`config.mk`:
```
export PLATFORM = sky130hd
export DESIGN_NAME = tsb_addr_unit
export DESIGN_NICKNAME = d
export VERILOG_FILES = /design/src/rtl/core/tsb_pkg.sv /design/src/rtl/core/tsb_addr_unit.sv
export SDC_FILE = /design/constraint.sdc
export NUM_CORES = 1
export LEC_CHECK = 0
export ABC_AREA = 0
export BUFFER_PORTS_ARGS = -buffer_cell sky130_fd_sc_hd__clkbuf_2
export CAP_MARGIN = 25
export CELL_PAD_IN_SITES_DETAIL_PLACEMENT = 1
export CELL_PAD_IN_SITES_GLOBAL_PLACEMENT = 1
export CORE_MARGIN = 2
export CORE_UTILIZATION = 46
export CTS_BUF_LIST = sky130_fd_sc_hd__clkbuf_4
export DETAILED_ROUTE_END_ITERATION = 8
export PLACE_DENSITY = 0.84
export SYNTH_ARGS = -nofsm -noshare
export SYNTH_HDL_FRONTEND = slang
export SYNTH_SLANG_ARGS = --single-unit
```
`constraint.sdc`:
```
create_clock -name clk -period 6.98 [get_ports clk]
set_clock_uncertainty 0.1 [all_clocks]
set_input_delay 1.396 -clock clk [delete_from_list [all_inputs] [get_ports clk]]
set_output_delay 1.396 -clock clk [all_outputs]
set_load 0.005 [all_outputs]
```
`src/rtl/core/tsb_pkg.sv`:
```
// Shared types, codes and blend tables for the two-layer sprite blitter.
package tsb_pkg;

  localparam int CFG_W       = 9;    // frame_width / frame_height register width
  localparam int CFG_IDX_W   = 1;
  localparam int COORD_W     = 16;
  localparam int IN_TDATA_W  = 168;  // 167 bits of fields, padded to whole bytes
  localparam int OUT_TDATA_W = 8;

  // Register indexes on the configuration port
  localparam logic [CFG_IDX_W-1:0] CFG_FRAME_WIDTH  = 1'b0;
  localparam logic [CFG_IDX_W-1:0] CFG_FRAME_HEIGHT = 1'b1;

  // Foreground bits of a nibble
  localparam logic [3:0] FG_MASK = 4'hc;

  typedef enum logic [1:0] {
    FUNC_READ  = 2'd0,
    FUNC_WRITE = 2'd1,
    FUNC_BLIT1 = 2'd2,
    FUNC_BLIT2 = 2'd3
  } tsb_func_t;

  typedef enum logic [6:0] {
    S_CLEAR = 7'b0000001,
    S_IDLE  = 7'b0000010,
    S_PIX   = 7'b0000100,
    S_AG1   = 7'b0001000,
    S_AG2   = 7'b0010000,
    S_WR    = 7'b0100000,
    S_DONE  = 7'b1000000
  } tsb_state_t;

  // Location status from the address unit
  typedef struct packed {
    logic hit;  // pixel inside the frame and the store
    logic odd;  // odd x: low nibble
  } tsb_loc_t;

  // Blend colour per sprite pixel value (row) and mode (column)
  localparam logic [1:0] BLEND_TAB [4][16] = '{
    '{2'd0, 2'd0, 2'd0, 2'd0, 2'd1, 2'd0, 2'd1, 2'd1,
      2'd2, 2'd2, 2'd0, 2'd2, 2'd3, 2'd3, 2'd3, 2'd0},
    '{2'd0, 2'd1, 2'd2, 2'd3, 2'd0, 2'd1, 2'd2, 2'd3,
      2'd0, 2'd1, 2'd2, 2'd3, 2'd0, 2'd1, 2'd2, 2'd3},
    '{2'd1, 2'd2, 2'd3, 2'd1, 2'd1, 2'd2, 2'd3, 2'd1,
      2'd1, 2'd2, 2'd3, 2'd1, 2'd1, 2'd2, 2'd3, 2'd1},
    '{2'd2, 2'd3, 2'd1, 2'd2, 2'd2, 2'd3, 2'd1, 2'd2,
      2'd2, 2'd3, 2'd1, 2'd2, 2'd2, 2'd3, 2'd1, 2'd2}
  };

  // Bit m set: mode m also draws pixel value 0 (clear in modes 5, 10, 15)
  localparam logic [15:0] DRAW_ZERO_MASK = 16'h7bdf;

  function automatic logic [1:0] blend_col(input logic [1:0] ch, input logic [3:0] mode);
    return BLEND_TAB[ch][mode];
  endfunction

  function automatic logic draws_zero(input logic [3:0] mode);
    return DRAW_ZERO_MASK[mode];
  endfunction

endpackage

```
`src/rtl/core/tsb_addr_unit.sv`:
```
// Two-stage pixel address unit: bounds check and row multiply, then add and depth check.
module tsb_addr_unit #(
  parameter int DEPTH = 32768,
  parameter int AW    = 15
) (
  input  logic                          clk,
  input  logic [tsb_pkg::COORD_W-1:0]   px,
  input  logic [tsb_pkg::COORD_W-1:0]   py,
  input  logic [tsb_pkg::CFG_W-1:0]     wid,
  input  logic [tsb_pkg::CFG_W-1:0]     hgt,
  output tsb_pkg::tsb_loc_t             loc_r,
  output logic [AW-1:0]                 addr_r
);
  import tsb_pkg::*;

  localparam int PROD_W = 2 * CFG_W;
  localparam int SUM_W  = PROD_W + 1;

  // stage 1
  logic              inb_r;
  logic [PROD_W-1:0] prod_r;
  logic [CFG_W-1:0]  xl_r;
  logic              inb_nxt;
  logic [PROD_W-1:0] prod_nxt;

  // stage 2
  logic [SUM_W-1:0]  sum;
  tsb_loc_t          loc_nxt;

  always_comb begin
    inb_nxt  = (px < COORD_W'(wid)) && (py < COORD_W'(hgt));
    prod_nxt = PROD_W'(py[CFG_W-1:0]) * PROD_W'(wid);
  end

  always_ff @(posedge clk) begin
    inb_r  <= inb_nxt;
    prod_r <= prod_nxt;
    xl_r   <= px[CFG_W-1:0];
  end

  always_comb begin
    sum         = SUM_W'(prod_r) + SUM_W'(xl_r);
    loc_nxt.hit = inb_r && (sum[SUM_W-1:1] < DEPTH);
    loc_nxt.odd = xl_r[0];
  end

  always_ff @(posedge clk) begin
    loc_r  <= loc_nxt;
    addr_r <= AW'(sum[SUM_W-1:1]);
  end

endmodule

```
==> metrics.md, run 1 <==
| Metric | Value |
|---|---|
| IR Drop Worst-Case VDD | `about 150 uV` |
| Final Util | `0.5368` |
| CTS Hold Buffers Added | `0` |
| Vias in the first global route | `~3800` |
| Worst-skew pair later-pin latency | `370 ps` |
| CTS tree | `yes` |
| Placer congestion estimate | `0.8517` |
| Achievable Freq | `186.2 MHz` |
| Routed via count | `roughly 3400` |
| Pwr Density | `302.3 nW/um2` |
| Crit path max fanout | `10` |
| CP Class | `input port to flip-flop` |
| Post-Synthesis Cells | `467` |
| DRT Wirelength | `between 10000 and 15000 um` |
| Outcome | `complete, no violations` |
| CTS Buf Count | `5` |
| IO Count | `between 60 and 70` |
| Layout area overhead | `12.99%` |
| Synthesized area | `4410 um2` |
| Layout Nets | `702` |
| Rel. slew slack | `0.6615` |
| Crit path cell chain | `clkbuf_2 -> and2_1 -> fa_1 -> fa_1 -> fa_1 -> inv_1 -> fa_1 -> inv_1 -> ha_1 -> a2111oi_0 -> o21ai_1 -> a41oi_2 -> o21ai_1 -> a21oi_1 -> xnor2_1` |
| Tcrit/Tclk final | `0.7696` |
| Clk slew on worst S/H paths | `approximately 140 ps` |
| Synth unique cells | `between 40 and 50` |
| Grt total ovfl | `0` |
| Syn_nets | `631` |
| #FFs+latches synth | `45` |
| Async S/R FF share, synth | `0` |
| R2R cell count | `7` |
| Worst hold path class | `flip-flop to flip-flop` |
| Design area | `about 5000 um2` |
| Dominant synthesized flop cell | `dfxtp_1` |
| Die area | `approximately 10000 um2` |
| Fin cells | `668` |
| Seq/Total Area, Yosys | `0.2043` |
| Core Region | `a little over 9000 um2` |
| Port Buffers | `between 60 and 70` |
| Post-route setup TNS | `0 ps` |
| Worst setup EP type | `flip-flop` |
| # Post-CTS Setup Buffers | `0` |
| Final setup fails | `0` |
| H-tree levels | `2` |
| RSZ-0062 raised after global routing | `false` |
| Final slew viol count | `0` |
| Leakage | `between 2 and 3 nW` |
| Routed wire length per instance | `between 15 and 20 um` |
| Detailed Place HPWL | `around 8600 um` |
| Root Buffer | `clkbuf_4` |
| Clk buf depth | `2` |
| Synth warn | `0` |
| Global Route Usage Sum | `0.2043` |
| CP peak stage delay | `540 ps` |
| Clock Sinks | `between 40 and 50` |
| Final hold vios | `0` |
| Hold Path Stages | `0` |
| Critical R2R Launch | `prod_r[2]` |
| Total power | `between 1.5 and 2 mW` |
| Pin slew with the least headroom to its limit | `roughly 500 ps` |
| Die Span X | `slightly above 100 um` |
| Placed Instances | `660` |
| Rows | `35` |
| Hold-critical path endpoint | `loc_r[0]` |
| Slowest CP cell | `fa_1` |
| Initial Util | `0.4751` |
| Buf/Inv on CP | `3` |
| EDFF count, synth | `0` |
| Cell mode on critical path | `fa_1` |
| Max cap viols | `0` |
| R2R setup slack | `about 4800 ps` |
| Post-route DRC | `0` |
| Drt pass-1 iters | `4` |
| DIE HEIGHT | `just over 100 um` |
| Top cell family by delay on the critical path | `adder cells` |
| Largest net degree at the start of global routing | `17` |
| Area post-placement | `4896 um2` |
| # diodes | `0` |
| Syn avg cell area | `approximately 9.4 um2` |
| FF-to-FF End | `loc_r[1]` |
| CP startpoint kind | `input port` |
| # resized after CTS | `0` |
| WP data required | `~7000 ps` |
| First-pass GRT wire length | `around 17000 um` |
| Initial antenna violation count | `1` |
| Routed Antenna Nets | `0` |
| Via-per-instance ratio | `between 5 and 6` |
| Hold_sp | `xl_r[0]` |
| Critical Path AT | `between 5000 and 6000 ps` |
| Layout cell share with drive strength beyond 1 | `0.1521` |
| Violation count after the first detailed-route iteration | `68` |
| Final worst path period need | `5372 ps` |
worst reg2reg max path: stages, from the launching register on:
cell	delay (ps)
dfxtp_1	330
ha_1	340
nor2b_4	150
o31a_1	270
o41a_1	360
o21a_4	240
o31a_1	250
a21oi_2	110
through the flow:
stage               worst slack, ps  hold slack [ps]
detailed placement             1177            261.8
global route                   1390            296.8
floorplan                      1606            250.8
global placement               1293            264.3
finish                         1608            278.2
CTS                            1588            280.3
where the power goes:
part           switching, mW  internal [mW]
clock                 0.0915         0.0785
combinational          0.508          0.426
sequential            0.0434          0.359
worst max-delay path by stage:
stage                start    endpoint  slack, ps  cells after the start
floorplan           wid[2]  prod_r[14]       1610                     16
global placement     py[2]  prod_r[17]       1290                     15
detailed placement   py[2]  prod_r[17]       1180                     15
CTS                  py[2]  prod_r[17]       1590                     15
global route         py[2]  prod_r[17]       1390                     15
finish               py[2]  prod_r[17]       1610                     15
layer usage:
layer / track usage / vias up / part of all wire
li1: - / 1635 / -
met1: 0.2242 / 1710 / 0.39
met2: 0.4023 / 64 / 0.56
met3: 0.03283 / 15 / 0.035
met4: 0.05641 / 0 / 0.016
met5: 0 / - / 0
layout by cell type, fill, tap and decap left out, types with 3 or more instances in the layout:
master / instances
nand2_1: 36
ha_1: 62
dfxtp_1: 45
xor2_1: 4
clkbuf_2: 67
o21a_1: 6
nor2_1: 8
a21o_1: 11
and3_1: 3
o21ai_0: 6
and2_1: 56
inv_1: 90
fa_1: 51
a21oi_1: 17
nand3_1: 7
clkbuf_4: 5
xnor2_1: 21
nand2b_1: 3
o21ai_1: 3
nor3_1: 3
sequential cells by signal (all words and copies together) (netlist names):
name    flops
inb_r       1
addr_r     15
loc_r       2
prod_r     18
xl_r        9
final cells by class:
type / instances / area (um2)
Inverter: 90 / 337.8
Sequential cell: 45 / 900.9
Clock buffer: 5 / 37.54
Clock inverter: 3 / 50.05
Tap cell: 129 / 161.4
Timing Repair Buffer: 67 / 335.3
Fill cell: 1127 / 4300
Multi-Input combinational cell: 329 / 3161
Yosys cell counts, types with 4 or more instances:
master   instances  area share
xnor2_1         21       0.042
fa_1            51        0.23
nand2_1         36       0.031
ha_1            62        0.18
o21ai_0          6      0.0068
xor2_1           4      0.0079
o21a_1           6       0.010
and2_1          56       0.079
a21o_1          11       0.019
nor2_1           8      0.0068
inv_1           90       0.077
nand3_1          7      0.0079
a21oi_1         17       0.019
dfxtp_1         45        0.20
cell families (layout without fill, tap and decap cells):
| logic type | Yosys count | in the layout | synth area share |
|---|---|---|---|
| buffers and inverters | 93 | 165 | 0.07915 |
| flip-flops | 45 | 45 | 0.2043 |
| AO/OA/AOI/OAI | 65 | 65 | 0.1061 |
| adder cells (fa/ha/maj) | 113 | 113 | 0.4074 |
| XOR/XNOR | 25 | 25 | 0.04965 |
| AND/OR/NAND/NOR | 126 | 126 | 0.1535 |
(Power assumes the default switching activity.)
==> run 2: changes to the inputs <==
- CORE_UTILIZATION: 46 -> 41
- PLACE_DENSITY: 0.84 -> 0.79
- clock period: 6.98 -> 4.4 ns (I/O delays scaled with it)
==> metrics.md, run 2 (synthesized netlist as in run 1, its figures left out) <==
| Metric | Value |
|---|---|
| Crit path max fanout | `5 (was 10)` |
| First-pass GRT wire length | `19580 um (was 16840 um)` |
| Vias in the first global route | `4244 (was 3830)` |
| Slowest CP cell | `fa_1 (unchanged)` |
| Root Buffer | `clkbuf_4 (unchanged)` |
| DIE HEIGHT | `107.7 um (was 101.9 um)` |
| Clock Sinks | `45 (unchanged)` |
| Buf/Inv on CP | `3 (unchanged)` |
| H-tree levels | `2 (unchanged)` |
| Tcrit/Tclk final | `1.011` |
| Worst setup EP type | `flip-flop (unchanged)` |
| Layout area overhead | `31.40% (was 12.99%)` |
| Rel. slew slack | `0.7197 (was 0.6615)` |
| Setup WS pre-CTS | `-584.8 ps (was 1177 ps)` |
| Most frequent cells in the layout | `inv_1 (83), buf_4 (57), ha_1 (56) (was inv_1 (90), clkbuf_2 (67), ha_1 (62))` |
| Routed wire length per instance | `16.03 um (was 15.06 um)` |
| Hold Path Stages | `0 (unchanged)` |
| Placer congestion estimate | `0.8422 (was 0.8517)` |
| Die Span X | `107.7 um (was 101.9 um)` |
| Largest net degree at the start of global routing | `15 (was 17)` |
| Worst hold path class | `flip-flop to flip-flop (unchanged)` |
| Via-per-instance ratio | `5.031 (was 5.126)` |
| Global Route Usage Sum | `0.2162 (was 0.2043)` |
| Final hold vios | `0 (unchanged)` |
| Final slew viol count | `0 (unchanged)` |
| Rows | `37 (was 35)` |
| CP Class | `input port to flip-flop (unchanged)` |
| Most common cell after layout, fill and taps aside | `inv_1 (unchanged)` |
| Max FFs per register | `18 (unchanged)` |
| Outcome | `complete, but fails checks (was complete, no violations)` |
| Initial antenna violation count | `0 (was 1)` |
| Port Buffers | `67 (unchanged)` |
| Crit path cell chain | `buf_4 -> and2_4 -> fa_1 -> fa_1 -> fa_1 -> inv_2 -> fa_2 -> inv_2 -> ha_4 -> a2111oi_4 -> o21ai_2 -> a41oi_2 -> o21bai_1 -> a21oi_1 -> xnor2_1 (was clkbuf_2 -> and2_1 -> fa_1 -> fa_1 -> fa_1 -> inv_1 -> fa_1 -> inv_1 -> ha_1 -> a2111oi_0 -> o21ai_1 -> a41oi_2 -> o21ai_1 -> a21oi_1 -> xnor2_1)` |
| Multi-input combinational cell area | `3372 um2 (was 3161 um2)` |
| CP startpoint kind | `input port (unchanged)` |
| Total power | `3.052 mW (was 1.506 mW)` |
| Detailed Place HPWL | `9777 um (was 8566 um)` |
| Layout cell share with drive strength beyond 1 | `0.3104 (was 0.1521)` |
| Layout Nets | `759 (was 702)` |
| RSZ-0062 raised after global routing | `true (was false)` |
| Clk slew on worst S/H paths | `140 ps (about the same)` |
| Achievable Freq | `around 220 MHz` |
| CTS tree | `yes (unchanged)` |
| Worst-skew pair later-pin latency | `350 ps (was 370 ps)` |
| Die area | `11600 um2 (was 10390 um2)` |
| Pin slew with the least headroom to its limit | `416.0 ps (was 502.4 ps)` |
| Critical R2R Launch | `prod_r[2] (unchanged)` |
| Post-route DRC | `0 (unchanged)` |
| Max cap viols | `0 (unchanged)` |
| R2R cell count | `7 (unchanged)` |
| Hold-critical path endpoint | `loc_r[0] (unchanged)` |
| Number of fill cells | `1224 (was 1127)` |
| CTS Hold Buffers Added | `0 (unchanged)` |
| Violation count after the first detailed-route iteration | `70 (was 68)` |
| Hold_sp | `xl_r[0] (unchanged)` |
| Grt total ovfl | `0 (unchanged)` |
| CTS Buf Count | `5 (unchanged)` |
| Register area | `900.9 um2 (unchanged)` |
| Drt pass-1 iters | `4 (unchanged)` |
| Critical Path AT | `4650 ps (was 5590 ps)` |
| Top cell family by delay on the critical path | `adder cells (unchanged)` |
| Final worst path period need | `between 4000 and 5000 ps` |
| Routed via count | `3683 (was 3424)` |
| Failing checks | `setup timing` |
| DRT Wirelength | `11740 um (was 10060 um)` |
| Most flop-heavy register | `prod_r (unchanged)` |
| IR Drop Worst-Case VDD | `293.1 uV (was 146.8 uV)` |
| FF-to-FF End | `loc_r[1] (unchanged)` |
| CP peak stage delay | `570 ps (was 540 ps)` |
| Initial Util | `0.4253 (was 0.4751)` |
| Cell mode on critical path | `fa_1 (unchanged)` |
| Final WS setup | `-49.69 ps (was 1608 ps)` |
| Pwr Density | `526.6 nW/um2 (was 302.3 nW/um2)` |
| Clk buf depth | `2 (unchanged)` |
| IO Count | `68 (unchanged)` |
| Leakage | `3.016 nW (was 2.643 nW)` |
| R2R setup slack | `2170 ps (was 4790 ps)` |
| Final setup fails | `2 (was 0)` |
| Biggest regs | `prod_r x18, addr_r x15, xl_r x9 (unchanged)` |
| Core Region | `10370 um2 (was 9284 um2)` |
| WP data required | `4600 ps (was 7190 ps)` |
| Routed Antenna Nets | `0 (unchanged)` |
| # diodes | `0 (unchanged)` |
-- run 2: power breakdown --
group / internal [mW] / switching, mW / total [mW]
Sequential: 0.569 / 0.0710 / 0.640
Clock: 0.127 / 0.131 / 0.258
Combinational: 1.09 / 1.06 / 2.15
Total: 1.79 / 1.26 / 3.05
-- run 2: area by class of cell --
cell class,instances,share of cell area
multi-input cells,329,0.5818
repair buffers,124,0.1606
flip-flops and latches,45,0.1554
inverters,90,0.05829
well taps,136,0.02936
clock buffers,6,0.007772
clock inverters,2,0.006693
-- run 2: timing repair --
| action | in CTS | in global routing |
|---|---|---|
| setup buffers | 4 | 2 |
| cloned | 0 | 0 |
| setup endpoints to repair | 5 | 6 |
| pin swaps | 14 | 21 |
| gates resized for setup | 34 | 52 |
-- run 2: worst register-to-register path, delay by kind of cell, from the launching register on --
family / cells / cell delay [ps]
flip-flops: 1 / 320
AO/OA/AOI/OAI: 5 / 1250
AND/OR/NAND/NOR: 1 / 160
adder cells (fa/ha/maj): 1 / 350
-- run 2: worst max path at each step --
stage | startpoint | to | slack, ps | cells after the start
after global placement | py[3] | prod_r[15] | -390 | 16
after floorplan | py[7] | prod_r[15] | -70 | 14
final | wid[6] | prod_r[15] | -50 | 15
after CTS | wid[3] | prod_r[15] | -100 | 15
after detailed placement | py[4] | prod_r[15] | -580 | 16
after global routing | py[4] | prod_r[15] | -170 | 16
-- run 2: per-stage QoR --
stage	hold slack [ps]	instances	utilization	area [um2]	setup TNS (ps)
floorplan	250.8	467	-	4533	-182.5
global placement	266.0	719	0.5191	5383	-2001
detailed placement	270.0	719	0.5191	5383	-3257
CTS	287.8	730	0.5449	5650	-170.9
global route	308.0	732	0.5589	5796	-446.0
finish	284.9	732	0.5589	5796	-96.70
-- run 2: routing by layer --
metal | part of all wire | up-vias | track usage
met5 | 0 | - | 0
met4 | 0.022 | 0 | 0.05495
met3 | 0.033 | 21 | 0.01816
met2 | 0.56 | 85 | 0.4443
met1 | 0.38 | 1827 | 0.2319
li1 | - | 1750 | -
==> run 3: changes to the inputs <==
- SKIP_LAST_GASP: not set -> 1
==> metrics.md, run 3 (synthesized netlist as in run 1, its figures left out) <==
| Metric | Value |
|---|---|
| Final slew viol count | `0 (unchanged)` |
| CTS Buf Count | `5 (unchanged)` |
| Worst setup EP type | `flip-flop (unchanged)` |
| DRT Wirelength | `11940 um (was 11740 um)` |
| Net switching power | `1.252 mW (was 1.264 mW)` |
| Switching Fraction | `0.4184 (was 0.4143)` |
| Initial Util | `0.4253 (unchanged)` |
| Final worst path period need | `4496 ps (was 4450 ps)` |
| Grt total ovfl | `0 (unchanged)` |
| Final hold vios | `0 (unchanged)` |
| H-tree levels | `2 (unchanged)` |
| Routed wire length per instance | `16.34 um (was 16.03 um)` |
| Rel. slew slack | `0.7055 (was 0.7197)` |
| Final WS setup | `-95.83 ps (was -49.69 ps)` |
| Post-route DRC | `0 (unchanged)` |
| Drt pass-1 iters | `4 (unchanged)` |
| Max FFs per register | `18 (unchanged)` |
| Worst hold path class | `flip-flop to flip-flop (unchanged)` |
| Global Route Usage Sum | `0.2150 (was 0.2162)` |
| WP data required | `4610 ps (was 4600 ps)` |
| Max cap viols | `0 (unchanged)` |
| Root Buffer | `clkbuf_4 (unchanged)` |
| Via-per-instance ratio | `5.034 (was 5.031)` |
| IR Drop Worst-Case VDD | `272.3 uV (was 293.1 uV)` |
| Failing checks | `setup timing (unchanged)` |
| Most common cell after layout, fill and taps aside | `inv_1 (unchanged)` |
| CP startpoint kind | `input port (unchanged)` |
| Most flop-heavy register | `prod_r (unchanged)` |
| Initial antenna violation count | `0 (unchanged)` |
| Core Region | `10370 um2 (unchanged)` |
| First-pass GRT wire length | `19440 um (was 19580 um)` |
| CP Class | `input port to flip-flop (unchanged)` |
| Crit path max fanout | `6 (was 5)` |
| IO Count | `68 (unchanged)` |
| Internal Pwr Total | `1.740 mW (was 1.788 mW)` |
| Critical Path AT | `4700 ps (was 4650 ps)` |
| Vias in the first global route | `4226 (was 4244)` |
| Violation count after the first detailed-route iteration | `95 (was 70)` |
| Seq pwr share | `0.214 (was 0.210)` |
| CTS Hold Buffers Added | `0 (unchanged)` |
| Most frequent cells in the layout | `inv_1 (84), ha_1 (56), buf_4 (55) (was inv_1 (83), buf_4 (57), ha_1 (56))` |
| Achievable Freq | `222.4 MHz (was 224.7 MHz)` |
| Placed Instances | `719 (unchanged)` |
| Tcrit/Tclk final | `1.022 (was 1.011)` |
| Routed via count | `3680 (was 3683)` |
| Worst-skew pair later-pin latency | `350 ps (about the same)` |
| Pwr Density | `522.7 nW/um2 (was 526.6 nW/um2)` |
| Largest net degree at the start of global routing | `15 (unchanged)` |
| Routed Antenna Nets | `0 (unchanged)` |
| Die Span X | `107.7 um (unchanged)` |
| Clk buf depth | `2 (unchanged)` |
| Rows | `37 (unchanged)` |
| Post-route setup TNS | `-197.3 ps (was -96.70 ps)` |
| Number of fill cells | `1222 (was 1224)` |
| Final Util | `0.5520 (was 0.5589)` |
| Layout cell share with drive strength beyond 1 | `0.2958 (was 0.3104)` |
| RSZ-0062 raised after global routing | `true (unchanged)` |
| Fin cells | `731 (was 732)` |
| Port Buffers | `67 (unchanged)` |
| Outcome | `complete, but fails checks (unchanged)` |
| DIE HEIGHT | `107.7 um (unchanged)` |
| CTS tree | `yes (unchanged)` |
| Comb pwr share | `0.699 (was 0.706)` |
| Layout Nets | `758 (was 759)` |
| Placer congestion estimate | `0.8422 (unchanged)` |
| # diodes | `0 (unchanged)` |
| Final Hold Slack | `285.1 ps (was 284.9 ps)` |
| Leakage | `2.998 nW (was 3.016 nW)` |
| Detailed Place HPWL | `9777 um (unchanged)` |
| Final setup fails | `3 (was 2)` |
| Die area | `11600 um2 (unchanged)` |
| Total power | `2.992 mW (was 3.052 mW)` |
| Clock Power Share | `0.087 (was 0.084)` |
| Clk slew on worst S/H paths | `140 ps (about the same)` |
| Layout area overhead | `29.79% (was 31.40%)` |
| Pin slew with the least headroom to its limit | `437.1 ps (was 416.0 ps)` |
| Clock Sinks | `45 (unchanged)` |
| Biggest regs | `prod_r x18, addr_r x15, xl_r x9 (unchanged)` |
[run 3: cell count changes in the layout (fill, tap and decap cells not counted), sizes merged]
cell    before  now
buf         67   62
clkbuf      63   67
[run 3: final timing paths]
| check | end | cells past startpoint | slack (ps) | startpoint |
|---|---|---|---|---|
| setup / recovery | prod_r[17] | 15 | -100 | py[3] |
| hold / removal | loc_r[0] | 0 | 290 | xl_r[0] |
| setup reg to reg | loc_r[1] | 7 | 2210 | prod_r[2] |
| hold reg to reg | loc_r[0] | 0 | 290 | xl_r[0] |
[run 3: area by class of cell]
type / count / area [um2] / area share
multi-input cells: 329 / 3338 / 0.5832
clock buffers: 6 / 45.04 / 0.007869
inverters: 90 / 337.8 / 0.05902
flip-flops and latches: 45 / 900.9 / 0.1574
clock inverters: 2 / 38.79 / 0.006776
repair buffers: 123 / 893.4 / 0.1561
well taps: 136 / 170.2 / 0.02973
[run 3: timing repair]
| item | CTS | global route |
|---|---|---|
| endpoints found under the setup margin | 5 | 6 |
| setup buffers | 4 | 2 |
| resized for setup | 30 | 33 |
| pin swaps | 14 | 15 |
[run 3: layer usage]
| layer | up-vias | global-route usage | wire length (um) |
|---|---|---|---|
| li1 | 1748 | - | - |
| met1 | 1840 | 0.2315 | 4763 |
| met3 | 24 | 0.01634 | 247 |
| met4 | 0 | 0.05403 | 263 |
| met5 | - | 0 | 0 |
| met2 | 68 | 0.4420 | 6671 |
[run 3: worst max-delay path, cell delays in order]
cell and delay, ps:
buf_8 110, and2_4 160, fa_1 590, fa_1 460, fa_1 540, inv_2 50
fa_2 540, inv_2 50, ha_4 160, a2111oi_4 380, o21ai_2 120, a41oi_2 250
o21ai_1 110, a21oi_1 180, xnor2_1 130
[run 3: power by group through the flow]
stage | Sequential (mW) | Combinational [mW] | Clock (mW)
after floorplan | 0.644 | 1.24 | 0
after global placement | 0.643 | 1.77 | 0
after detailed placement | 0.652 | 1.89 | 0
after CTS | 0.643 | 1.99 | 0.263
after global routing | 0.654 | 2.31 | 0.281
final | 0.640 | 2.09 | 0.259
[run 3: metrics by stage]
stage	setup slack [ps]	area, um2
5_1_grt	-205.4	5724
6_report	-95.83	5724
3_3_place_gp	-387.1	5383
3_5_place_dp	-584.8	5383
2_1_floorplan	-73.31	4533
4_1_cts	-103.9	5639
